**src/sv/rsi_pkg.sv**
```systemverilog
// ---------------------------------------------------------------------------
// rsi_pkg
// Constants, types and state encodings shared by the RSI core modules.
// ---------------------------------------------------------------------------
package rsi_pkg;

    // Sizing
    localparam int MAX_PERIOD  = 64;
    localparam int PRICE_BITS  = 32;
    localparam int PTR_W       = $clog2(MAX_PERIOD);
    localparam int PERIOD_W    = 7;
    localparam int SEEN_MIN_W  = $clog2(MAX_PERIOD + 2);
    localparam int CNT_W       = (PERIOD_W > SEEN_MIN_W) ? PERIOD_W : SEEN_MIN_W;
    localparam int DIFF_W      = PRICE_BITS + 1;
    localparam int SUM_W       = PRICE_BITS + 11;
    localparam int TOT_W       = SUM_W + 1;
    localparam int REM_W       = SUM_W + 2;

    // Ratio scaling: 100 percent in units of 1/256 percent
    localparam int SCALE_W     = 15;
    localparam logic [SCALE_W-1:0] SCALE = 15'd25600;
    localparam int Q_W         = SCALE_W + 1;
    localparam int BIT_W       = $clog2(SCALE_W);
    localparam int RSI_W       = 15;

    // Input queue
    localparam int QUEUE_DEPTH = 2;
    localparam int QPTR_W      = $clog2(QUEUE_DEPTH);
    localparam int QCNT_W      = $clog2(QUEUE_DEPTH + 1);

    // Configuration port
    localparam int CFG_ADDR_W  = 3;
    localparam int CFG_DATA_W  = 32;
    localparam int REG_IDX_W   = CFG_ADDR_W - 2;
    localparam logic [REG_IDX_W-1:0] REG_PERIOD = '0;
    localparam logic [PERIOD_W-1:0]  PERIOD_RESET = 7'd14;

    // Queued input beat
    typedef struct packed {
        logic [PRICE_BITS-1:0] price;
        logic                  restart;
    } rsi_item_t;

    // Divider request and response
    typedef struct packed {
        logic             start;
        logic [SUM_W-1:0] gain;
        logic [TOT_W-1:0] total;
    } div_req_t;

    typedef struct packed {
        logic             done;
        logic [RSI_W-1:0] ratio;
    } div_rsp_t;

    // Back-end sequencer
    typedef enum logic [2:0] {
        EN_IDLE,
        EN_READ,
        EN_ADD,
        EN_TOTAL,
        EN_DIV,
        EN_OUT
    } eng_state_t;

    // Divider sequencer
    typedef enum logic [1:0] {
        DV_IDLE,
        DV_SHIFT,
        DV_ADD,
        DV_SUB
    } div_state_t;

endpackage

```
**src/sv/rsi_queue.sv**
```systemverilog
// ---------------------------------------------------------------------------
// rsi_queue
// Two-entry input queue between the stream slave side and the back end.
// ---------------------------------------------------------------------------
module rsi_queue (
    input  logic               clk,
    input  logic               rst_n,
    input  logic               in_valid,
    output logic               in_ready,
    input  rsi_pkg::rsi_item_t in_item,
    output logic               out_valid,
    input  logic               out_pop,
    output rsi_pkg::rsi_item_t out_item
);
    import rsi_pkg::*;

    rsi_item_t         entry_reg [QUEUE_DEPTH];
    logic [QPTR_W-1:0] wr_ptr_reg, wr_ptr_next;
    logic [QPTR_W-1:0] rd_ptr_reg, rd_ptr_next;
    logic [QCNT_W-1:0] count_reg, count_next;
    logic              push, pop;

    assign in_ready  = (count_reg != QCNT_W'(QUEUE_DEPTH));
    assign out_valid = (count_reg != '0);
    assign out_item  = entry_reg[rd_ptr_reg];
    assign push      = in_valid && in_ready;
    assign pop       = out_pop && out_valid;

    // Pointer and fill count update
    always_comb
    begin
        wr_ptr_next = wr_ptr_reg;
        rd_ptr_next = rd_ptr_reg;
        count_next  = count_reg;
        if (push)
        begin
            wr_ptr_next = (wr_ptr_reg == QPTR_W'(QUEUE_DEPTH - 1)) ? '0
                                                                     : wr_ptr_reg + 1'b1;
        end
        if (pop)
        begin
            rd_ptr_next = (rd_ptr_reg == QPTR_W'(QUEUE_DEPTH - 1)) ? '0
                                                                     : rd_ptr_reg + 1'b1;
        end
        if (push && !pop)
        begin
            count_next = count_reg + 1'b1;
        end
        else if (pop && !push)
        begin
            count_next = count_reg - 1'b1;
        end
    end

    always_ff @(posedge clk or negedge rst_n)
    begin
        if (!rst_n)
        begin
            wr_ptr_reg <= '0;
            rd_ptr_reg <= '0;
            count_reg  <= '0;
        end
        else
        begin
            wr_ptr_reg <= wr_ptr_next;
            rd_ptr_reg <= rd_ptr_next;
            count_reg  <= count_next;
        end
    end

    // Entry storage, no reset needed
    always_ff @(posedge clk)
    begin
        if (push)
        begin
            entry_reg[wr_ptr_reg] <= in_item;
        end
    end

endmodule

```
**src/sv/rsi_ram.sv**
```systemverilog
// ---------------------------------------------------------------------------
// rsi_ram
// Generic single-write, single-read RAM with registered read data.
// ---------------------------------------------------------------------------
module rsi_ram #(
    parameter int WIDTH = 8,
    parameter int DEPTH = 16
) (
    input  logic                     clk,
    input  logic                     we,
    input  logic [$clog2(DEPTH)-1:0] waddr,
    input  logic [WIDTH-1:0]         wdata,
    input  logic [$clog2(DEPTH)-1:0] raddr,
    output logic [WIDTH-1:0]         rdata
);
    logic [WIDTH-1:0] mem [DEPTH];
    logic [WIDTH-1:0] rdata_reg;

    always_ff @(posedge clk)
    begin
        if (we)
        begin
            mem[waddr] <= wdata;
        end
        rdata_reg <= mem[raddr];
    end

    assign rdata = rdata_reg;

endmodule

```
**src/sv/rsi_divider.sv**
```systemverilog
// ---------------------------------------------------------------------------
// rsi_divider
// Bit-serial scaled ratio: floor(25600 * gain / total), one quotient bit
// per shift step plus an add and a subtract step for each set scale bit.
// ---------------------------------------------------------------------------
module rsi_divider (
    input  logic              clk,
    input  logic              rst_n,
    input  rsi_pkg::div_req_t req,
    output rsi_pkg::div_rsp_t rsp
);
    import rsi_pkg::*;

    div_state_t       state_reg, state_next;
    logic [REM_W-1:0] r_reg, r_next;
    logic [Q_W-1:0]   q_reg, q_next;
    logic [BIT_W-1:0] b_reg, b_next;
    logic [SUM_W-1:0] g_reg, g_next;
    logic [TOT_W-1:0] t_reg, t_next;
    logic             done_reg, done_next;

    logic [REM_W-1:0] cs_in;
    logic [REM_W:0]   cs_diff;
    logic             cs_ge;
    logic [Q_W-1:0]   q_base;
    logic             scale_bit;

    // Shared compare-and-subtract against the total
    assign cs_in     = (state_reg == DV_SHIFT) ? {r_reg[REM_W-2:0], 1'b0} : r_reg;
    assign cs_diff   = {1'b0, cs_in} - (REM_W + 1)'(t_reg);
    assign cs_ge     = !cs_diff[REM_W];
    assign q_base    = (state_reg == DV_SHIFT) ? {q_reg[Q_W-2:0], 1'b0} : q_reg;
    assign scale_bit = SCALE[b_reg];

    // Next state
    always_comb
    begin
        state_next = state_reg;
        unique case (state_reg)
            DV_IDLE:
            begin
                if (req.start)
                begin
                    state_next = DV_SHIFT;
                end
            end
            DV_SHIFT:
            begin
                if (scale_bit)
                begin
                    state_next = DV_ADD;
                end
                else if (b_reg == '0)
                begin
                    state_next = DV_IDLE;
                end
            end
            DV_ADD:
            begin
                state_next = DV_SUB;
            end
            DV_SUB:
            begin
                state_next = (b_reg == '0) ? DV_IDLE : DV_SHIFT;
            end
            default:
            begin
                state_next = DV_IDLE;
            end
        endcase
    end

    // Datapath updates
    always_comb
    begin
        r_next    = r_reg;
        q_next    = q_reg;
        b_next    = b_reg;
        g_next    = g_reg;
        t_next    = t_reg;
        done_next = 1'b0;
        unique case (state_reg)
            DV_IDLE:
            begin
                if (req.start)
                begin
                    g_next = req.gain;
                    t_next = req.total;
                    r_next = '0;
                    q_next = '0;
                    b_next = BIT_W'(SCALE_W - 1);
                end
            end
            DV_SHIFT:
            begin
                r_next = cs_ge ? cs_diff[REM_W-1:0] : cs_in;
                q_next = q_base + Q_W'(cs_ge);
                if (!scale_bit)
                begin
                    if (b_reg == '0)
                    begin
                        done_next = 1'b1;
                    end
                    else
                    begin
                        b_next = b_reg - 1'b1;
                    end
                end
            end
            DV_ADD:
            begin
                r_next = r_reg + REM_W'(g_reg);
            end
            DV_SUB:
            begin
                r_next = cs_ge ? cs_diff[REM_W-1:0] : cs_in;
                q_next = q_base + Q_W'(cs_ge);
                if (b_reg == '0)
                begin
                    done_next = 1'b1;
                end
                else
                begin
                    b_next = b_reg - 1'b1;
                end
            end
            default:
            begin
                done_next = 1'b0;
            end
        endcase
    end

    always_ff @(posedge clk or negedge rst_n)
    begin
        if (!rst_n)
        begin
            state_reg <= DV_IDLE;
            done_reg  <= 1'b0;
        end
        else
        begin
            state_reg <= state_next;
            done_reg  <= done_next;
        end
    end

    always_ff @(posedge clk)
    begin
        r_reg <= r_next;
        q_reg <= q_next;
        b_reg <= b_next;
        g_reg <= g_next;
        t_reg <= t_next;
    end

    // Result with saturation at full scale
    assign rsp.done  = done_reg;
    assign rsp.ratio = (q_reg > Q_W'(SCALE)) ? RSI_W'(SCALE) : q_reg[RSI_W-1:0];

endmodule

```
**src/sv/rsi_engine.sv**
```systemverilog
// ---------------------------------------------------------------------------
// rsi_engine
// Back end: difference ring, gain and loss sums, result sequencing and the
// output register of the stream master side.
// ---------------------------------------------------------------------------
module rsi_engine (
    input  logic                          clk,
    input  logic                          rst_n,
    input  logic [rsi_pkg::PERIOD_W-1:0]  period,
    input  logic                          item_valid,
    output logic                          item_pop,
    input  rsi_pkg::rsi_item_t            item,
    output rsi_pkg::div_req_t             div_req,
    input  rsi_pkg::div_rsp_t             div_rsp,
    output logic                          out_valid,
    input  logic                          out_ready,
    output logic [rsi_pkg::RSI_W-1:0]     out_rsi,
    output logic                          out_flat
);
    import rsi_pkg::*;

    eng_state_t            state_reg, state_next;
    logic [SUM_W-1:0]      gain_reg, gain_next;
    logic [SUM_W-1:0]      loss_reg, loss_next;
    logic [PRICE_BITS-1:0] last_reg, last_next;
    logic [CNT_W-1:0]      seen_reg, seen_next;
    logic [PTR_W-1:0]      ptr_reg, ptr_next;
    logic [PRICE_BITS-1:0] price_reg, price_next;
    logic [PRICE_BITS-1:0] diff_reg, diff_next;
    logic                  neg_reg, neg_next;
    logic [RSI_W-1:0]      res_rsi_reg, res_rsi_next;
    logic                  res_flat_reg, res_flat_next;
    logic                  out_valid_reg, out_valid_next;
    logic [RSI_W-1:0]      out_rsi_reg, out_rsi_next;
    logic                  out_flat_reg, out_flat_next;

    logic [CNT_W-1:0]      per_ext, eff_p, p_plus1, seen_upd, ptr_inc;
    logic                  series_start;
    logic [TOT_W-1:0]      total_sum;
    logic                  ram_we;
    logic [DIFF_W-1:0]     ram_rdata;

    // Effective period: zero acts as one, clamp at ring depth
    assign per_ext = CNT_W'(period);
    assign eff_p   = (per_ext == '0) ? CNT_W'(1)
                   : (per_ext > CNT_W'(MAX_PERIOD)) ? CNT_W'(MAX_PERIOD) : per_ext;
    assign p_plus1 = eff_p + CNT_W'(1);

    assign series_start = item.restart || (seen_reg == '0);
    assign seen_upd     = (seen_reg < p_plus1) ? seen_reg + CNT_W'(1) : p_plus1;
    assign ptr_inc      = CNT_W'(ptr_reg) + CNT_W'(1);
    assign total_sum    = TOT_W'(gain_reg) + TOT_W'(loss_reg);
    assign ram_we       = (state_reg == EN_ADD);

    // Difference ring
    rsi_ram #(
        .WIDTH (DIFF_W),
        .DEPTH (MAX_PERIOD)
    ) u_ring (
        .clk   (clk),
        .we    (ram_we),
        .waddr (ptr_reg),
        .wdata ({neg_reg, diff_reg}),
        .raddr (ptr_reg),
        .rdata (ram_rdata)
    );

    // Next state
    always_comb
    begin
        state_next = state_reg;
        unique case (state_reg)
            EN_IDLE:
            begin
                if (item_valid && !series_start)
                begin
                    state_next = EN_READ;
                end
            end
            EN_READ:
            begin
                state_next = EN_ADD;
            end
            EN_ADD:
            begin
                state_next = (seen_upd == p_plus1) ? EN_TOTAL : EN_IDLE;
            end
            EN_TOTAL:
            begin
                state_next = (total_sum == '0) ? EN_OUT : EN_DIV;
            end
            EN_DIV:
            begin
                if (div_rsp.done)
                begin
                    state_next = EN_OUT;
                end
            end
            EN_OUT:
            begin
                if (!out_valid_reg || out_ready)
                begin
                    state_next = EN_IDLE;
                end
            end
            default:
            begin
                state_next = EN_IDLE;
            end
        endcase
    end

    // Outputs and datapath updates
    always_comb
    begin
        item_pop       = 1'b0;
        div_req.start  = 1'b0;
        div_req.gain   = gain_reg;
        div_req.total  = total_sum;
        gain_next      = gain_reg;
        loss_next      = loss_reg;
        last_next      = last_reg;
        seen_next      = seen_reg;
        ptr_next       = ptr_reg;
        price_next     = price_reg;
        diff_next      = diff_reg;
        neg_next       = neg_reg;
        res_rsi_next   = res_rsi_reg;
        res_flat_next  = res_flat_reg;
        out_valid_next = out_valid_reg && !out_ready;
        out_rsi_next   = out_rsi_reg;
        out_flat_next  = out_flat_reg;
        unique case (state_reg)
            EN_IDLE:
            begin
                if (item_valid)
                begin
                    item_pop = 1'b1;
                    if (series_start)
                    begin
                        gain_next = '0;
                        loss_next = '0;
                        seen_next = CNT_W'(1);
                        ptr_next  = '0;
                        last_next = item.price;
                    end
                    else
                    begin
                        price_next = item.price;
                    end
                end
            end
            EN_READ:
            begin
                // Drop the oldest difference once the window is full
                if (seen_reg > eff_p)
                begin
                    if (ram_rdata[DIFF_W-1])
                    begin
                        loss_next = loss_reg - SUM_W'(ram_rdata[PRICE_BITS-1:0]);
                    end
                    else
                    begin
                        gain_next = gain_reg - SUM_W'(ram_rdata[PRICE_BITS-1:0]);
                    end
                end
                // Sign and magnitude of the new difference
                if (price_reg >= last_reg)
                begin
                    diff_next = price_reg - last_reg;
                    neg_next  = 1'b0;
                end
                else
                begin
                    diff_next = last_reg - price_reg;
                    neg_next  = 1'b1;
                end
            end
            EN_ADD:
            begin
                if (neg_reg)
                begin
                    loss_next = loss_reg + SUM_W'(diff_reg);
                end
                else
                begin
                    gain_next = gain_reg + SUM_W'(diff_reg);
                end
                last_next = price_reg;
                ptr_next  = (ptr_inc >= eff_p) ? '0 : ptr_inc[PTR_W-1:0];
                seen_next = seen_upd;
            end
            EN_TOTAL:
            begin
                if (total_sum == '0)
                begin
                    res_rsi_next  = '0;
                    res_flat_next = 1'b1;
                end
                else
                begin
                    div_req.start = 1'b1;
                end
            end
            EN_DIV:
            begin
                if (div_rsp.done)
                begin
                    res_rsi_next  = div_rsp.ratio;
                    res_flat_next = 1'b0;
                end
            end
            EN_OUT:
            begin
                if (!out_valid_reg || out_ready)
                begin
                    out_valid_next = 1'b1;
                    out_rsi_next   = res_rsi_reg;
                    out_flat_next  = res_flat_reg;
                end
            end
            default:
            begin
                item_pop = 1'b0;
            end
        endcase
    end

    always_ff @(posedge clk or negedge rst_n)
    begin
        if (!rst_n)
        begin
            state_reg     <= EN_IDLE;
            gain_reg      <= '0;
            loss_reg      <= '0;
            last_reg      <= '0;
            seen_reg      <= '0;
            ptr_reg       <= '0;
            out_valid_reg <= 1'b0;
        end
        else
        begin
            state_reg     <= state_next;
            gain_reg      <= gain_next;
            loss_reg      <= loss_next;
            last_reg      <= last_next;
            seen_reg      <= seen_next;
            ptr_reg       <= ptr_next;
            out_valid_reg <= out_valid_next;
        end
    end

    always_ff @(posedge clk)
    begin
        price_reg    <= price_next;
        diff_reg     <= diff_next;
        neg_reg      <= neg_next;
        res_rsi_reg  <= res_rsi_next;
        res_flat_reg <= res_flat_next;
        out_rsi_reg  <= out_rsi_next;
        out_flat_reg <= out_flat_next;
    end

    assign out_valid = out_valid_reg;
    assign out_rsi   = out_rsi_reg;
    assign out_flat  = out_flat_reg;

endmodule

```
**src/sv/relative_strength_index_core.sv**
```systemverilog
// ---------------------------------------------------------------------------
// relative_strength_index_core
// Simple-moving-average RSI over a window of price differences.
// ---------------------------------------------------------------------------
// One price beat in, at most one RSI beat out. A two-entry input queue takes
// beats while the back end works, so the slave side keeps accepting, until
// both entries are full, while a finished result waits on the master side. A
// restart beat, or a warm-up beat before the window holds period differences,
// gives no result. A beat that gives a result goes through the ring read and
// sum update, then the bit-serial divider, which spends 15 shift steps plus
// an add and a subtract step for each of the three set bits of 25600 and
// then flags done from a register, and last the load of the output register.
// A flat window skips the divider. The divider sets the sustained rate. Write
// period only while idle, and follow a change with a restart beat.
module relative_strength_index_core (
    input  logic                           clk,
    input  logic                           rst_n,
    // Stream slave: tdata = price[31:0]; tuser = restart[0]
    input  logic                           s_tvalid,
    output logic                           s_tready,
    input  logic [rsi_pkg::PRICE_BITS-1:0] s_tdata,
    input  logic [0:0]                     s_tuser,
    // Stream master: tdata = rsi[14:0], zero[15]; tuser = flat[0]
    output logic                           m_tvalid,
    input  logic                           m_tready,
    output logic [15:0]                    m_tdata,
    output logic [0:0]                     m_tuser,
    // Configuration
    input  logic                           psel,
    input  logic                           penable,
    input  logic                           pwrite,
    input  logic [rsi_pkg::CFG_ADDR_W-1:0] paddr,
    input  logic [rsi_pkg::CFG_DATA_W-1:0] pwdata,
    output logic [rsi_pkg::CFG_DATA_W-1:0] prdata,
    output logic                           pready
);
    import rsi_pkg::*;

    logic [PERIOD_W-1:0] period_reg, period_next;
    logic                cfg_wr;
    rsi_item_t           in_item, q_item;
    logic                q_valid, q_pop;
    div_req_t            div_req;
    div_rsp_t            div_rsp;
    logic [RSI_W-1:0]    out_rsi;
    logic                out_flat;

    // Configuration register
    assign pready = 1'b1;
    assign cfg_wr = psel && penable && pwrite && pready;

    always_comb
    begin
        period_next = period_reg;
        if (cfg_wr && (paddr[CFG_ADDR_W-1:2] == REG_PERIOD))
        begin
            period_next = pwdata[PERIOD_W-1:0];
        end
    end

    always_ff @(posedge clk or negedge rst_n)
    begin
        if (!rst_n)
        begin
            period_reg <= PERIOD_RESET;
        end
        else
        begin
            period_reg <= period_next;
        end
    end

    assign prdata = (paddr[CFG_ADDR_W-1:2] == REG_PERIOD) ? CFG_DATA_W'(period_reg) : '0;

    // Front end queue
    assign in_item.price   = s_tdata;
    assign in_item.restart = s_tuser[0];

    rsi_queue u_queue (
        .clk       (clk),
        .rst_n     (rst_n),
        .in_valid  (s_tvalid),
        .in_ready  (s_tready),
        .in_item   (in_item),
        .out_valid (q_valid),
        .out_pop   (q_pop),
        .out_item  (q_item)
    );

    // Back end
    rsi_engine u_engine (
        .clk        (clk),
        .rst_n      (rst_n),
        .period     (period_reg),
        .item_valid (q_valid),
        .item_pop   (q_pop),
        .item       (q_item),
        .div_req    (div_req),
        .div_rsp    (div_rsp),
        .out_valid  (m_tvalid),
        .out_ready  (m_tready),
        .out_rsi    (out_rsi),
        .out_flat   (out_flat)
    );

    rsi_divider u_divider (
        .clk   (clk),
        .rst_n (rst_n),
        .req   (div_req),
        .rsp   (div_rsp)
    );

    assign m_tdata = {1'b0, out_rsi};
    assign m_tuser = out_flat;

endmodule

```
**config.mk**
```make
export PLATFORM = sky130hd
export DESIGN_NAME = relative_strength_index_core
export DESIGN_NICKNAME = d
export VERILOG_FILES = /design/src/sv/rsi_pkg.sv /design/src/sv/rsi_queue.sv /design/src/sv/rsi_ram.sv /design/src/sv/rsi_divider.sv /design/src/sv/rsi_engine.sv /design/src/sv/relative_strength_index_core.sv
export SDC_FILE = /design/constraint.sdc
export NUM_CORES = 2
export LEC_CHECK = 0
export BUFFER_PORTS_ARGS = -buffer_cell sky130_fd_sc_hd__buf_2
export CAP_MARGIN = 20
export CORE_ASPECT_RATIO = 0.9
export CORE_UTILIZATION = 45
export CTS_CLUSTER_SIZE = 25
export DETAILED_ROUTE_END_ITERATION = 8
export GPL_ROUTABILITY_DRIVEN = 0
export PLACE_DENSITY_LB_ADDON = 0.1
export SYNTH_ARGS = -nofsm -noshare
export SYNTH_HDL_FRONTEND = slang
export SYNTH_SLANG_ARGS = --single-unit
```
**constraint.sdc**
```tcl
create_clock -name clk -period 8.6 [get_ports clk]
set_input_delay 0.86 -clock clk [delete_from_list [all_inputs] [get_ports clk]]
set_output_delay 0.86 -clock clk [all_outputs]
set_load 0.03 [all_outputs]
```
======== Word level (Yosys, flattened, before mapping) ========
Memory sizes are Yosys's and may differ from the RTL's. A register that Yosys moved wholly into a read port is not among the register bits.
Index checks and enable logic that the tools add are counted.
Widths: inputs -> output; s select.
word-level totals
  register bits ........................... 398
  bits in writable memories ............... 2,178
  memory bits (read-only) ................. 16
  bits of input ports ..................... 75
  output and inout port bits .............. 52
  word-level logic and storage cells ...... 195
  memories ................................ 3
memory list
  memory               depth  width  read ports  clocked after Yosys merged registers in  write ports  line               text
  u_engine.u_ring.mem  64     33     1           1                                        1            rsi_ram.sv:16      logic [WIDTH-1:0] mem [DEPTH];
  u_queue.entry_reg    2      33     1           0                                        1            rsi_queue.sv:17    rsi_item_t entry_reg [QUEUE_DEPTH];
  (no name shown)      16     1      1           1                                        0            rsi_divider.sv:33  assign scale_bit = SCALE[b_reg];
operators by class
  add/subtract/negate cells ............... 18
  magnitude comparators ................... 7
  equality and inequality tests ........... 24
  muxes and demuxes ....................... 74
  bitwise operators ....................... 2
  reductions and logical operators ........ 42
operator list
  cell                  number
  $mux 43               8
  $pmux 43 s3           2
  $mux 45               3
  $pmux 45 s3           1
  $mux 32               3
  $add 43x32->43        2
  $sub 43x32->43        2
  $pmux 32 s2           1
  $sub 32x32->32        2
  $sub 45x44->46        1
  $add 45x43->45        1
  $mux 15               3
  $add 43x43->44        1
  $logic_not 44->1      1
  $mux 7                6
  $ge 32x32->1          1
  $mux 16               2
  $pmux 16 s2           1
  $pmux 15 s2           1
  $mux 1                20
  $mux 6                3
  $pmux 3 s6            1
  $add 16x1->16         1
  $gt 16x15->1 const B  1
  42 further kinds      99

======== Depth between registers and ports, before layout ========
  depth in word-level cells ............... 9
  gate-level depth with buffers ........... 30
  depth with buffers taken out ............ 23

======== Hierarchy ========
Synthesis repeated with hierarchy kept, for this count alone.
unflattened totals
  cells, all modules ...................... 7,525
  area total of the unflattened synthesis .. 116,733.2 um2
by module, submodules not included
  module                        times used  cells an instance  area each (um2)  sequential area each (um2)
  rsi_ram                       1           3,598              81,192.9         64,081.5
  rsi_engine                    1           2,413              20,287.0         6,291.0
  rsi_divider                   1           1,342              11,972.7         4,659.5
  rsi_queue                     1           121                2,727.6          2,082.0
  relative_strength_index_core  1           51                 553.0            178.9

======== Worst setup path after synthesis ========
No wires, ideal clock.
  kind .................................... flip-flop to flip-flop
  start ................................... reg u_engine.gain_reg[0]
  end ..................................... reg u_divider.g_reg[0] (enable)
  library setup time ...................... 0.639 ns
  arrival time ............................ 8.815 ns
  data required time ...................... 7.961 ns
  slack ................................... -0.854 ns
  cell stages (with the launch flop) ...... 15
  path buffers ............................ 0
  period minus slack after synthesis ...... 9.454 ns
  cells stage by stage .................... dfrtp_1 > ha_1 > inv_1 > fa_1 > nand2b_1 > a211oi_2 > nor3_2 > nor4b_1 > nor2_1 > a31oi_1 > mux2_2 > and4_1 > nand4_2 > nand2_2 > nor3_1
on the way
  longest elaborated chain between the ends .. 5
ends and longest elaborated chain
  item                        line                text
  start: declaration          rsi_engine.sv:23    logic [SUM_W-1:0] gain_reg, gain_next;
  start signal: assignment    rsi_engine.sv:244   gain_reg <= gain_next;
  $add 43x43->44              rsi_engine.sv:52    assign total_sum = TOT_W'(gain_reg) + TOT_W'(loss_reg);
  $logic_not 44->1            rsi_engine.sv:195   if (total_sum == '0)
  $mux 1                      rsi_engine.sv:195
  $mux 1                      rsi_engine.sv:133   unique case (state_reg)
  $reduce_and 2->1 (no line)  -
  end signal: assignment      rsi_divider.sv:153  g_reg <= g_next;
  end: declaration            rsi_divider.sv:18   logic [SUM_W-1:0] g_reg, g_next;
Every way passes these cells.
A chain may end at the register's enable or synchronous reset.

======== Worst setup path after layout ========
  start ................................... reg u_divider.state_reg[0]
  end ..................................... reg u_divider.q_reg[14] (data pin)
on the way
  longest elaborated chain between the ends .. 6
  elaborated cells on any way between the ends .. 10
  those cells by class .................... add/sub: 2; eq/ne: 2; mux: 3; reduce/logical: 3
ends and longest elaborated chain
  item                      line                                                     text
  start: declaration        rsi_divider.sv:14                                        div_state_t state_reg, state_next;
  start signal: assignment  rsi_divider.sv:143                                       state_reg <= state_next;
  $eq 2x1->1                rsi_divider.sv:29, rsi_divider.sv:32, rsi_divider.sv:82
  $mux 45                   rsi_divider.sv:29                                        assign cs_in = (state_reg == DV_SHIFT) ? {r_reg[REM_W-2:0], 1'b0} : r_reg;
  $sub 45x44->46            rsi_divider.sv:30                                        assign cs_diff = {1'b0, cs_in} - (REM_W + 1)'(t_reg);
  $logic_not 1->1           rsi_divider.sv:31                                        assign cs_ge = !cs_diff[REM_W];
  $add 16x1->16             rsi_divider.sv:97, rsi_divider.sv:117
  $pmux 16 s2 *             rsi_divider.sv:82                                        unique case (state_reg)
  end signal: assignment    rsi_divider.sv:151                                       q_reg <= q_next;
  end: declaration          rsi_divider.sv:16                                        logic [Q_W-1:0] q_reg, q_next;
Mark *: on every way between the ends. The rest lies on a longest branch, timed or not.

==> results by group <==
Routing
  – 1st-iter DRT viols: approximately 8.3k
  – DRT Wirelength: 345.0 mm
  – Vias: 72.09k
  – Vias/cell: just over 6
  – Drt first pass iters: 5
  – Routed length per instance: approximately 30 µm
  – Residual DRC: 0
  – Antenna-violating nets left: 0

Floorplanning
  – Core Area: 247200 µm²
  – Die Height: about 480 µm
  – Die ar.: between 200000 and 300000 µm²
  – Starting density of the core: 0.4536
  – Die width: ~530 µm
  – # IOs: approximately 130
  – Site row count: around 170

Critical path
  – CP endpoint kind: register
  – R2r endpoint: u_divider.q_reg[14]
  – CP Class: reg2reg
  – Worst Path Required: ~9.4 ns
  – Worst Setup EP: u_divider.q_reg[14]
  – Reg2reg path depth: 25
  – Worst setup SP type: register
  – CP max stage delay: 0.61 ns
  – FF-to-FF setup slack: approximately 2 ns
  – Critical Path Start: u_divider.state_reg[0]
  – CP max FO: 50
  – Crit path DAT: 7.36 ns
  – Crit path max-delay cell type: a211oi_1
  – Reg2reg start: u_divider.state_reg[0]
  – Crit path top cell by count: ha_1

Pwr
  – Pleak: 43.42 nW
  – Power density cells: between 300 and 400 nW/µm²
  – Max VDD drop: between 0.0003 and 0.0004 V

Synthesis
  – Yosys warnings: 0
  – Primary FF master, synth: edfxtp_1
  – Number of synthesized register bits: ~2.6k
  – Sequential area share after synthesis: 0.6894
  – EDFF count, synth: around 2.4k
  – Cells after synthesis: roughly 7.9k
  – Asr flop ratio synth: 0.05709
  – Post-synth cell types: slightly below 100
  – Syn_area_per_cell: about 14 µm²
  – Cell Area, Synth: about 110000 µm²

STA
  – Setup ws final: roughly 2.0 ns
  – Worst Skew: between 0.06 and 0.07 ns
  – Min Tclk post-route: approximately 6.6 ns
  – Setup TNS: 0 ns
  – Relative slew slack: 0.1754
  – Least-Margin Pin Slew: 1.237 ns
  – Final Setup Violations: 0
  – Fmax achieved: roughly 150 MHz
  – Final slew viol count: 0
  – Final worst-path cycle share: 0.7674
  – Final Hold Vio Count: 0
  – Unrepaired setup endpoints after global routing: false

Clocking
  – Clock transition at path regs: approximately 0.060 ns
  – TritonCTS clock tree: done
  – CTS H-Tree Depth: 5
  – CTS sink count: between 2k and 3k
  – Worst-skew pair later-pin latency: 0.93 ns
  – Clock buffer depth: 4
  – TritonCTS Buffers: about 290
  – CTS Root Cell: clkbuf_16

Placed design
  – Cell Area, Placed: ~120000 µm²
  – I/O Buffers: roughly 70
  – Worst slack, placed: 2.107 ns
  – Inst Count DP: 11.05k
  – Final HPWL from detailed placement: between 200 and 250 mm

Final layout
  – Max reg flops: approximately 2.1k
  – P&R area growth vs syn: 12.68%
  – Nets@finish: roughly 8.4k
  – Final std cells w/o fill: 11.55k
  – Final core occ: 0.5111
  – Ratio of cells with drive above 1 in the final layout: 0.1052
  – Design Area, Final: between 100000 and 150000 µm²

Global route
  – Largest net degree at the start of global routing: 92
  – First-pass GRT wire length: 491.7 mm
  – Total GRT Usage: 0.2708
  – Vias in the first global route: 68.87k
  – Initial antenna violation count: 20
  – Total grt overflow: 0

Flow run
  – Max-cap check violation count: 0

Min path
  – Hold depth: 1
  – Hold Path Class: in2reg

Run status
  – Status: complete, no violations
-- synthesized netlist by cell type (48+ instances only) --
cell,n,area (µm²)
a22o_1,270,2365
dfrtp_1,146,3654
inv_1,201,754.5
mux2i_1,79,790.8
a221oi_1,226,1979
nand3_1,100,500.5
a31oi_1,249,1558
nor3_1,51,255.2
o21a_1,51,382.9
xnor2_1,151,1323
a21oi_1,376,1882
o21ai_0,226,1131
ha_1,307,3841
nor2b_1,48,300.3
a22oi_1,629,4722
edfxtp_1,2427,72880
clkbuf_1,338,1269
nand2_1,464,1742
xor2_1,110,963.4
a21o_1,156,1171
nor4_1,56,350.3
o31ai_1,54,405.4
buf_1,87,326.6
nor2_1,292,1096
nand4_1,98,613.1
-- area by class of cell --
type | instances | area [µm²]
clock inverters | 116 | 1071
diodes | 8 | 20.02
fillers | 20845 | 120900
repair buffers | 299 | 2301
inverters | 205 | 769.5
clock buffers | 377 | 7761
multi-input cells | 4613 | 32960
well taps | 3325 | 4160
flip-flops and latches | 2610 | 77290
-- worst max-delay path: cells and delay by family, from the launching register on --
family,cells,cell delay (ns)
AO/OA/AOI/OAI,8,2.74
XOR/XNOR,1,0.15
buffers and inverters,4,0.85
flip-flops,1,0.38
AND/OR/NAND/NOR,8,1.25
multiplexers,1,0.33
adder cells (fa/ha/maj),3,0.63
-- logic make-up after synthesis --
| logic type | share of synthesized area |
|---|---|
| compound gates | 0.1613 |
| xor+xnor | 0.02039 |
| fa+ha+maj | 0.03551 |
| buf+inv | 0.02385 |
| flops | 0.6894 |
| mux | 0.01127 |
| other cells | 0.00006698 |
| simple gates | 0.05822 |
-- worst min-delay path by stage --
stage	to	from	slack, ns
global route	u_queue.entry_reg[0][1]	s_tdata[0]	0.08
floorplan	u_engine.out_flat	u_engine.res_flat_reg	0.40
global placement	u_engine.out_rsi[2]	u_engine.res_rsi_reg[2]	0.41
finish	u_queue.entry_reg[0][24]	s_tdata[23]	0.13
detailed placement	u_engine.out_rsi[12]	u_engine.res_rsi_reg[12]	0.41
CTS	u_queue.entry_reg[0][24]	s_tdata[23]	0.06
-- routing by layer --
metal / track usage / share of wire / up-vias
met1: 0.3899 / 0.44 / 36834
met4: 0.06285 / 0.022 / 6
met2: 0.4129 / 0.44 / 3106
li1: - / - / 31691
met5: 0 / 0.00012 / -
met3: 0.06697 / 0.098 / 453
-- timing repair --
action | 4_1_cts | 5_1_grt
hold buffers | 1 | 0
setup buffers | 0 | 0
hold endpoints to repair | 48 | 0
resized for setup | 0 | 0
-- layout by cell type (no fill, tap or decap), types with 76 or more instances in the layout --
cell type / count
a21o_1: 156
a221oi_1: 226
a31oi_1: 249
nand2_1: 460
a22oi_1: 629
xor2_1: 110
nor2_1: 223
nand3_1: 98
ha_1: 307
inv_1: 201
a22o_1: 270
xnor2_1: 151
buf_4: 206
mux2i_1: 79
dfrtp_1: 146
a21oi_1: 376
nand4_1: 98
clkbuf_1: 76
clkbuf_16: 296
o21ai_0: 226
edfxtp_1: 2427
-- report_power, final --
part           total (mW)  internal, mW  leakage, nW  switching, mW
sequential           17.5          16.7         24.1          0.798
combinational        16.8          5.56         15.0           11.2
clock                11.8          6.90         4.28           4.89
total                46.1          29.2         43.4           16.9
-- per-stage QoR --
step,hold WS [ns],total power [mW]
global route,0.07869,48.28
finish,0.1307,46.06
CTS,0.06448,46.02
floorplan,0.4003,28.63
detailed placement,0.4065,34.25
global placement,0.4141,34.00
No activity file was read; power rests on OpenSTA's default activity.
